==> src/sitda_pkg.sv <==
package sitda_pkg;

  localparam int unsigned BinW = 32;
  localparam int unsigned NumDigits = 10;
  localparam int unsigned BcdW = 4 * NumDigits;
  localparam int unsigned StepsPerStage = 4;
  localparam int unsigned NumStages = BinW / StepsPerStage;
  localparam int unsigned IdxW = $clog2(NumDigits);
  localparam int unsigned CharW = 6;
  localparam int unsigned OutTdataW = 8;

  localparam logic [CharW-1:0] AsciiZero = 6'd48;
  localparam logic [CharW-1:0] AsciiMinus = 6'd45;

  // conversion word carried down the pipeline
  typedef struct packed {
    logic            neg;
    logic [BcdW-1:0] bcd;
    logic [BinW-1:0] bin;
  } conv_t;

  // one shift-add-3 step: adjust every digit, then move one binary bit in
  function automatic conv_t dabble_step(conv_t c);
    conv_t           r;
    logic [BcdW-1:0] adj;
    adj = c.bcd;
    for (int d = 0; d < NumDigits; d++) begin
      if (adj[4*d +: 4] >= 4'd5) begin
        adj[4*d +: 4] = adj[4*d +: 4] + 4'd3;
      end
    end
    r.neg = c.neg;
    r.bcd = {adj[BcdW-2:0], c.bin[BinW-1]};
    r.bin = {c.bin[BinW-2:0], 1'b0};
    return r;
  endfunction

endpackage

==> src/sitda_dabble_stage.sv <==
module sitda_dabble_stage
  import sitda_pkg::*;
(
  input  logic  clk_i,
  input  logic  rst_ni,
  input  logic  in_valid_i,
  output logic  in_ready_o,
  input  conv_t in_data_i,
  output logic  out_valid_o,
  input  logic  out_ready_i,
  output conv_t out_data_o
);

  logic  valid_q;
  conv_t data_q, data_d;

  assign in_ready_o = !valid_q || out_ready_i;

  always_comb begin
    data_d = in_data_i;
    for (int s = 0; s < StepsPerStage; s++) begin
      data_d = dabble_step(data_d);
    end
  end

  always_ff @(posedge clk_i or negedge rst_ni) begin
    if (!rst_ni) begin
      valid_q <= 1'b0;
    end else if (in_ready_o) begin
      valid_q <= in_valid_i;
    end
  end

  always_ff @(posedge clk_i) begin
    if (in_ready_o && in_valid_i) begin
      data_q <= data_d;
    end
  end

  assign out_valid_o = valid_q;
  assign out_data_o  = data_q;

endmodule

==> src/sitda_serializer.sv <==
module sitda_serializer
  import sitda_pkg::*;
(
  input  logic                 clk_i,
  input  logic                 rst_ni,
  input  logic                 in_valid_i,
  output logic                 in_ready_o,
  input  conv_t                in_data_i,
  output logic                 out_valid_o,
  input  logic                 out_ready_i,
  output logic [CharW-1:0]     out_char_o,
  output logic                 out_last_o
);

  logic            busy_q;
  logic            sign_q;
  logic [IdxW-1:0] idx_q, idx_d, top_idx;
  logic [BcdW-1:0] bcd_q;
  logic [3:0]      cur_digit;
  logic            hs_out, load;

  // highest nonzero digit, or digit zero for a zero value
  always_comb begin
    top_idx = '0;
    for (int d = 1; d < NumDigits; d++) begin
      if (in_data_i.bcd[4*d +: 4] != 4'd0) begin
        top_idx = IdxW'(d);
      end
    end
  end

  assign cur_digit   = bcd_q[{idx_q, 2'b00} +: 4];
  assign out_valid_o = busy_q;
  assign out_char_o  = sign_q ? AsciiMinus : (AsciiZero + CharW'(cur_digit));
  assign out_last_o  = !sign_q && (idx_q == '0);
  assign hs_out      = busy_q && out_ready_i;
  assign in_ready_o  = !busy_q || (out_ready_i && out_last_o);
  assign load        = in_valid_i && in_ready_o;

  always_comb begin
    idx_d = idx_q;
    if (load) begin
      idx_d = top_idx;
    end else if (hs_out && !sign_q && !out_last_o) begin
      idx_d = idx_q - 1'b1;
    end
  end

  always_ff @(posedge clk_i or negedge rst_ni) begin
    if (!rst_ni) begin
      busy_q <= 1'b0;
      sign_q <= 1'b0;
      idx_q  <= '0;
    end else begin
      idx_q <= idx_d;
      if (load) begin
        busy_q <= 1'b1;
        sign_q <= in_data_i.neg;
      end else if (hs_out) begin
        if (sign_q) begin
          sign_q <= 1'b0;
        end else if (out_last_o) begin
          busy_q <= 1'b0;
        end
      end
    end
  end

  always_ff @(posedge clk_i) begin
    if (load) begin
      bcd_q <= in_data_i.bcd;
    end
  end

endmodule

==> src/signed_int_to_decimal_ascii_top.sv <==
// signed 32-bit integer to decimal ascii text
//
// slave stream: one request per integer on s_axis_tdata_i (two's complement).
// master stream: its decimal text, one character per transfer, most
// significant first, tlast on the final character. a negative value starts
// with '-', zero gives a single '0', leading zeros are dropped, so a run is
// 1 to 11 characters; -2147483648 gives all eleven.
//
// an input register takes the magnitude, eight registered stages of four
// shift-add-3 steps each turn it into ten bcd digits, and a serializer
// sends them out. the serializer emits one character per cycle while the
// receiver is ready, and it can take the next item as the last character
// of the current one goes out; the pipeline ahead of it keeps up to nine
// more values in flight.
//
// reset clears all valid bits; nothing is stored between items. when the
// receiver stalls, the current character holds and the pipeline fills up
// before s_axis_tready_o drops; nothing is lost or repeated.
module signed_int_to_decimal_ascii_top
  import sitda_pkg::*;
(
  input  logic                 clk_i,
  input  logic                 rst_ni,
  input  logic                 s_axis_tvalid_i,
  output logic                 s_axis_tready_o,
  input  logic [BinW-1:0]      s_axis_tdata_i,   // [31:0] value
  output logic                 m_axis_tvalid_o,
  input  logic                 m_axis_tready_i,
  output logic [OutTdataW-1:0] m_axis_tdata_o,   // [5:0] char_code, [7:6] zero
  output logic                 m_axis_tlast_o    // last
);

  logic  in_valid_q;
  conv_t in_data_q;

  logic  st_valid [NumStages+1];
  logic  st_ready [NumStages+1];
  conv_t st_data  [NumStages+1];

  logic [CharW-1:0] char_code;

  assign s_axis_tready_o = !in_valid_q || st_ready[0];

  always_ff @(posedge clk_i or negedge rst_ni) begin
    if (!rst_ni) begin
      in_valid_q <= 1'b0;
    end else if (s_axis_tready_o) begin
      in_valid_q <= s_axis_tvalid_i;
    end
  end

  // take the magnitude up front; the most negative value wraps to 2^31
  always_ff @(posedge clk_i) begin
    if (s_axis_tvalid_i && s_axis_tready_o) begin
      in_data_q.neg <= s_axis_tdata_i[BinW-1];
      in_data_q.bcd <= '0;
      in_data_q.bin <= s_axis_tdata_i[BinW-1] ? (~s_axis_tdata_i + 1'b1) : s_axis_tdata_i;
    end
  end

  assign st_valid[0] = in_valid_q;
  assign st_data[0]  = in_data_q;

  for (genvar g = 0; g < NumStages; g++) begin : g_stage
    sitda_dabble_stage u_stage (
      .clk_i       (clk_i),
      .rst_ni      (rst_ni),
      .in_valid_i  (st_valid[g]),
      .in_ready_o  (st_ready[g]),
      .in_data_i   (st_data[g]),
      .out_valid_o (st_valid[g+1]),
      .out_ready_i (st_ready[g+1]),
      .out_data_o  (st_data[g+1])
    );
  end

  sitda_serializer u_ser (
    .clk_i       (clk_i),
    .rst_ni      (rst_ni),
    .in_valid_i  (st_valid[NumStages]),
    .in_ready_o  (st_ready[NumStages]),
    .in_data_i   (st_data[NumStages]),
    .out_valid_o (m_axis_tvalid_o),
    .out_ready_i (m_axis_tready_i),
    .out_char_o  (char_code),
    .out_last_o  (m_axis_tlast_o)
  );

  assign m_axis_tdata_o = {{(OutTdataW - CharW){1'b0}}, char_code};

endmodule

==> config.mk <==
export PLATFORM = sky130hd
export DESIGN_NAME = signed_int_to_decimal_ascii_top
export DESIGN_NICKNAME = d
export VERILOG_FILES = /design/src/sitda_pkg.sv /design/src/sitda_dabble_stage.sv /design/src/sitda_serializer.sv /design/src/signed_int_to_decimal_ascii_top.sv
export SDC_FILE = /design/constraint.sdc
export NUM_CORES = 1
export LEC_CHECK = 0
export BUFFER_PORTS_ARGS = -buffer_cell sky130_fd_sc_hd__buf_4
export CAP_MARGIN = 40
export CORE_MARGIN = 5
export CORE_UTILIZATION = 65
export DETAILED_ROUTE_END_ITERATION = 8
export PLACE_DENSITY = 0.82
export SLEW_MARGIN = 20
export SYNTH_ARGS = -nofsm -noshare
export SYNTH_HDL_FRONTEND = slang
export SYNTH_SLANG_ARGS = --single-unit
==> constraint.sdc <==
create_clock -name clk_i -period 5.5 [get_ports clk_i]
set_clock_uncertainty 0.1 [all_clocks]
set_input_delay 0.55 -clock clk_i [delete_from_list [all_inputs] [get_ports clk_i]]
set_output_delay 0.55 -clock clk_i [all_outputs]
set_load 0.03 [all_outputs]
==> Word-level counts from Yosys, hierarchy flattened <==
Index checks and enable logic that the tools add are counted.
{ "classes": {"n_eq_ne": 1, "shifts": 1, "bitwise_logic": 1, "order_cmp": 265, "n_addsub": 268, "n_reduce_logical": 51, "mux": 284} }
{ "op_table": {"columns": ["cell", "count"], "rows": [
  ["$ge 4x3->1 const B", 255],
  ["$mux 4", 251],
  ["$add 4x2->4 const B", 234],
  ["$mux 3", 22],
  ["$add 3x2->3 const B", 21],
  ["$shiftx 40x7->4", 1],
  ["$reduce_bool 4->1", 9],
  ["$add 32x1->32 const B", 1],
  ["$not 32->32", 1],
  ["$mux 31", 1],
  ["$add 1x2->3 const B", 8],
  ["$ge 1x3->1 const B", 8],
  ["$logic_and 1x1->1", 15],
  ["$logic_not 1->1", 12],
  ["$logic_or 1x1->1", 10],
  ["$mux 1", 9],
  ["$add 1x2->3 const AB", 2],
  ["$add 5x5->6 const A", 1],
  ["$ge 1x3->1 const AB", 2],
  ["$mux 6", 1],
  ["$reduce_bool 2->1", 3],
  ["$logic_not 4->1", 1],
  ["$sub 4x1->4 const B", 1],
  ["$reduce_and 3->1", 1],
  ["$ne 2x2->1 const B", 1]
]} }
{ "totals": {"wordCells": 912, "reg_bits": 488, "in_bits": 36, "out_inout_bits": 11} }

==> Longest topological paths before layout <==
{ "logic_depth": {"ltp_word": 14, "mapped_depth": 19, "mapped_depth_nobuf": 19} }

==> Cells and area by module <==
From an unflattened synthesis, not the netlist that was laid out.
{ "unflattened": {"hier_cells": 7169, "hier_area_um2": 62055.8} }
{ "modules_own_cells": {"columns": ["mod", "area_per_inst_um2", "instances", "cells_each"], "rows": [
  ["sitda_dabble_stage", 7263.2, 8, 862],
  ["sitda_serializer", 2127.0, 1, 136],
  ["signed_int_to_decimal_ascii_top", 1823.0, 1, 137]
]} }

==> Least setup slack after synthesis <==
Ideal clock, no wire load.
{ "synth_path": {"path_kind": "reg-to-reg", "startpoint": "reg u_ser.idx_q[0]", "endpoint": "reg g_stage[4].u_stage.data_q, in the netlist g_stage[4].u_stage.out_data_o[20] (enable)", "n_path_buf": 2, "path_slack_ps": 1435, "stages_incl_launch_ff": 11, "t_arrival_ps": 3525, "path_cell_list": "dfrtp_1 clkbuf_1 buf_1 inv_1 ha_1 nand2_1 o21a_1 nand3_1 inv_1 and3_1 nor2b_1"} }
{ "synth_via": {"elab_chain_cells": 9} }
{ "synth_rtl": {"columns": ["item", "line_no", "source"], "rows": [
  ["from (decl)", "sitda_serializer.sv:17", "logic [IdxW-1:0] idx_q, idx_d, top_idx;"],
  ["from (signal assigned)", "sitda_serializer.sv:55", "idx_q <= idx_d;"],
  ["$logic_not 4->1", "sitda_serializer.sv:35", "assign out_last_o = !sign_q && (idx_q == '0);"],
  ["$logic_and 1x1->1", "sitda_serializer.sv:35", null],
  ["$logic_and 1x1->1", "sitda_serializer.sv:37", "assign in_ready_o = !busy_q || (out_ready_i && out_last_o);"],
  ["$logic_or 1x1->1", "sitda_serializer.sv:37", null],
  ["$logic_or 1x1->1 (4 in a row)", "sitda_dabble_stage.sv:17", "assign in_ready_o = !valid_q || out_ready_i;"],
  ["$logic_and 1x1->1", "sitda_dabble_stage.sv:35", "if (in_ready_o && in_valid_i) begin"],
  ["to (signal assigned)", "sitda_dabble_stage.sv:36", "data_q <= data_d;"],
  ["to (decl)", "sitda_dabble_stage.sv:15", "conv_t data_q, data_d;"]
]} }
No other way between the ends.
A chain may end at the register's enable or synchronous reset.

==> summary.txt <==
Outcome
  • Status: finished clean

CTS
  • Root buffer selected by CTS: clkbuf_16
  • CTS clk-pin slew, worst paths: around 0.060 ns
  • Number of setup buffers added after CTS: 0
  • H-Tree Depth: 2
  • Clk sinks: 393
  • CTS Buffer Depth: 3
  • Worst-skew pair later-pin latency: between 0.5 and 0.6 ns
  • CTS tree: done
  • Num CTS Buffers: 43

Route
  • DR iter-0 viols: 1366
  • Router iterations before antenna repair: 6
  • Routed Antenna Nets: 0
  • Number of vias per cell: 6.28
  • DRC: 0
  • Via count: 23900
  • Drt total wl: 58800 um
  • Wirelength per Cell: 15.4 um

Timing
  • # setup viols final: 0
  • F_max: 233 MHz
  • Max-slew violation count: 0
  • Relative slew slack: 0.430
  • Tmin final: 4.29 ns
  • RSZ-0062 raised after global routing: no
  • Final setup TNS: 0 ns
  • Worst hold margin: 0.0813 ns
  • Final hold violation count: 0
  • Least-Margin Pin Slew: 0.831 ns
  • Tcrit/Tclk final: 0.780
  • Setup WS post-layout: around 1.2 ns

Die
  • Core area: 45200 um^2
  • Num rows: 78
  • Die height: 223 um
  • Die area: 49900 um^2
  • Top Ports: 47
  • Die width: 223 um
  • Starting Density: 0.655

Synthesis
  • Async S/R FF share, synth: 0.0382
  • Mapped Area: 29600 um^2
  • Register area share after synthesis: 0.396
  • Synthesis Warnings: 0
  • Syn avg cell area: 9.38 um^2
  • Post-synth EDFFs: 378
  • Post-Synthesis Cells: 3153
  • Dominant synthesized flop cell: edfxtp_1
  • Post-synth cell types: roughly 110
  • Yosys reg bits: between 300 and 400

Power and ir drop
  • Cell area power density: 522 nW/um^2
  • Sw frac: 0.414
  • Gate power share: 0.552
  • Clock share of power: 0.176
  • Worst vdd ir: 0.365 mV
  • Sw power: just under 0.007 W
  • Sequential Power Share: 0.272
  • Reported leakage power: 11.8 nW
  • Int Pwr: slightly below 0.01 W

Critical path
  • Crit path launch type: flip-flop
  • CP max stage delay: roughly 0.55 ns
  • Type of destination of the critical path: flip-flop
  • Critical path peak fanout: 16
  • CP Cell Sequence: inv_1, ha_1, nand2b_1, a21oi_2, mux2i_4, o21ai_1, xnor2_1, inv_2, ha_1, a211oi_1, a41oi_1, a211o_1, a21oi_1, o21ai_0, xor2_1
  • Crit path launch: g_stage[2].u_stage.out_data_o[32]$_DFFE_PP_
  • Crit path kind: flip-flop to flip-flop
  • Most frequent cell on the critical path: ha_1
  • Arrival @ worst endpoint: 4.51 ns
  • Slowest stage cell on the critical path: mux2i_4
  • Reg2reg start: g_stage[2].u_stage.out_data_o[32]$_DFFE_PP_
  • Worst endpoint required time: approximately 5.7 ns

Global routing
  • Vias in the first global route: 22900
  • Initial antenna violation count: 0
  • Pin count of the biggest net entering global routing: 42
  • First-pass GRT wire length: between 100000 and 150000 um
  • GR Util All Layers: 0.228
  • Gr ovfl total: 0

Layout
  • Final net count: around 3400
  • Fraction of layout cells with a size suffix above 1: 0.0957
  • # diodes: 0
  • Layout area overhead: 8.29%

Placement
  • Place WS: 1.25 ns
  • Detailed Place HPWL: 42900 um
  • Port Buffer Count: 43
  • RD Place Congestion: 0.826

Worst hold path
  • HP Class: input pin to flip-flop
  • Hold path startpoint: s_axis_tvalid_i

Flow run
  • Max-Cap Viols: 0
[power by group through the flow]
stage               Clock (W)  Combinational, W  Sequential [W]
finish                0.00295           0.00923         0.00454
detailed placement          0           0.00904         0.00459
CTS                   0.00301           0.00911         0.00454
global route          0.00314            0.0103         0.00459
floorplan                   0           0.00751         0.00445
global placement            0           0.00843         0.00456
[cell usage in the layout, fill, tap and decap left out, types with 27 or more instances in the layout]
cell type  instances
o21ai_1           39
o21ai_0          277
ha_1             145
mux2_2            58
mux2i_1           93
a21oi_1          280
nand2b_1          75
nor2_1           220
xnor2_1          153
a31oi_1           73
clkbuf_16         43
edfxtp_1         378
nand3_1           64
inv_1            194
buf_4             61
o22ai_1           44
nor3b_1           48
o21a_1            32
a211oi_1          39
nor3_1            55
xor2_1            28
nand2_1          210
and2_1            27
[worst paths after layout]
check | end | slack, ns | depth (start not counted)
worst min-delay path | in_valid_q$_DFFE_PN0N_ | 0.08 | 2
max in group asynchronous | g_stage[6].u_stage.out_valid_o$_DFFE_PN0P_ | 4.80 | 2
worst min register to register | g_stage[4].u_stage.out_data_o[32]$_DFFE_PP_ | 0.31 | 0
worst max-delay path | g_stage[3].u_stage.out_data_o[37]$_DFFE_PP_ | 1.21 | 15
worst max register to register | g_stage[3].u_stage.out_data_o[37]$_DFFE_PP_ | 1.21 | 15
min in group asynchronous | g_stage[0].u_stage.out_valid_o$_DFFE_PN0P_ | 0.29 | 2
[per-stage QoR]
step,power [W],cell area [um^2],instances,util
floorplan,0.0120,29600,3154,-
global placement,0.0130,30400,3714,0.673
detailed placement,0.0136,30500,3724,0.676
CTS,0.0167,32000,3804,0.708
global route,0.0180,32000,3808,0.709
finish,0.0167,32000,3808,0.709
[registers in the layout (all words and copies together), names as in the netlist]
signal,flops
u_ser.bcd_q,40
u_ser.out_valid_o,1
g_stage.u_stage.out_valid_o,8
in_valid_q,1
in_data_q,33
g_stage.u_stage.out_data_o,305
u_ser.idx_q,4
u_ser.sign_q,1
[area by class of cell]
| class | instances | area [um^2] |
|---|---|---|
| well taps | 600 | 751 |
| repair buffers | 71 | 608 |
| clock inverters | 28 | 354 |
| inverters | 207 | 777 |
| flip-flops and latches | 393 | 11700 |
| multi-input cells | 2458 | 16700 |
| fillers | 3183 | 13100 |
| clock buffers | 51 | 1110 |
[routing by layer]
metal,GRT usage,wire length [um],vias to the layer above
li1,-,-,11900
met1,0.262,23400,11300
met2,0.443,31400,603
met3,0.0238,2490,100
met4,0.0715,1470,0
met5,0,0,-
[cells by family after synthesis]
group | after synthesis | share of synthesized area
buf+inv | 303 | 0.0393
compound gates | 1102 | 0.236
xor+xnor | 185 | 0.0558
mux | 169 | 0.0653
simple gates | 852 | 0.145
flops | 393 | 0.396
other cells | 2 | 0.000254
fa+ha+maj | 147 | 0.0620
[Yosys cell counts (all sizes together) (11+ instances only)]
library cell / n / area (um^2)
edfxtp: 378 / 11400
o21ai: 320 / 1620
a21oi: 292 / 1510
nor2: 221 / 837
nand2: 210 / 788
inv: 206 / 773
xnor2: 156 / 1390
ha: 145 / 1810
mux2i: 97 / 995
clkbuf: 80 / 300
a31oi: 76 / 494
nand2b: 75 / 469
nand3: 64 / 320
mux2: 61 / 691
nor3: 56 / 285
nor3b: 49 / 373
o22ai: 44 / 275
a211oi: 42 / 330
o21a: 32 / 240
and2: 30 / 190
xor2: 29 / 262
nor2b: 27 / 169
a21boi: 26 / 195
o211ai: 26 / 205
a21o: 25 / 188
o31ai: 25 / 188
or2: 22 / 138
or3: 21 / 136
o21bai: 17 / 128
buf: 16 / 86.3
nor4: 16 / 106
a22o: 15 / 131
dfrtp: 15 / 375
o32ai: 15 / 139
a31o: 14 / 123
o221ai: 14 / 123
a22oi: 12 / 90.1
mux4: 11 / 248
o22a: 11 / 96.3
or4: 11 / 90.1
[repair_timing]
action                    CTS  global route
hold endpoints to repair   15             0
gates resized for setup     0             0
hold buffers                1             0
[worst max-delay path, delay by kind of cell, from the launching register on]
family / cells / cell delay [ns]
AOI/OAI and AO/OA: 7 / 1.57
xor gates and xnor gates: 2 / 0.51
adders and majority gates: 2 / 0.46
buffers and inverters: 2 / 0.27
DFF: 1 / 0.47
muxes: 1 / 0.55
and+or+nand+nor: 1 / 0.10
Power figures use the tool's default switching activity.
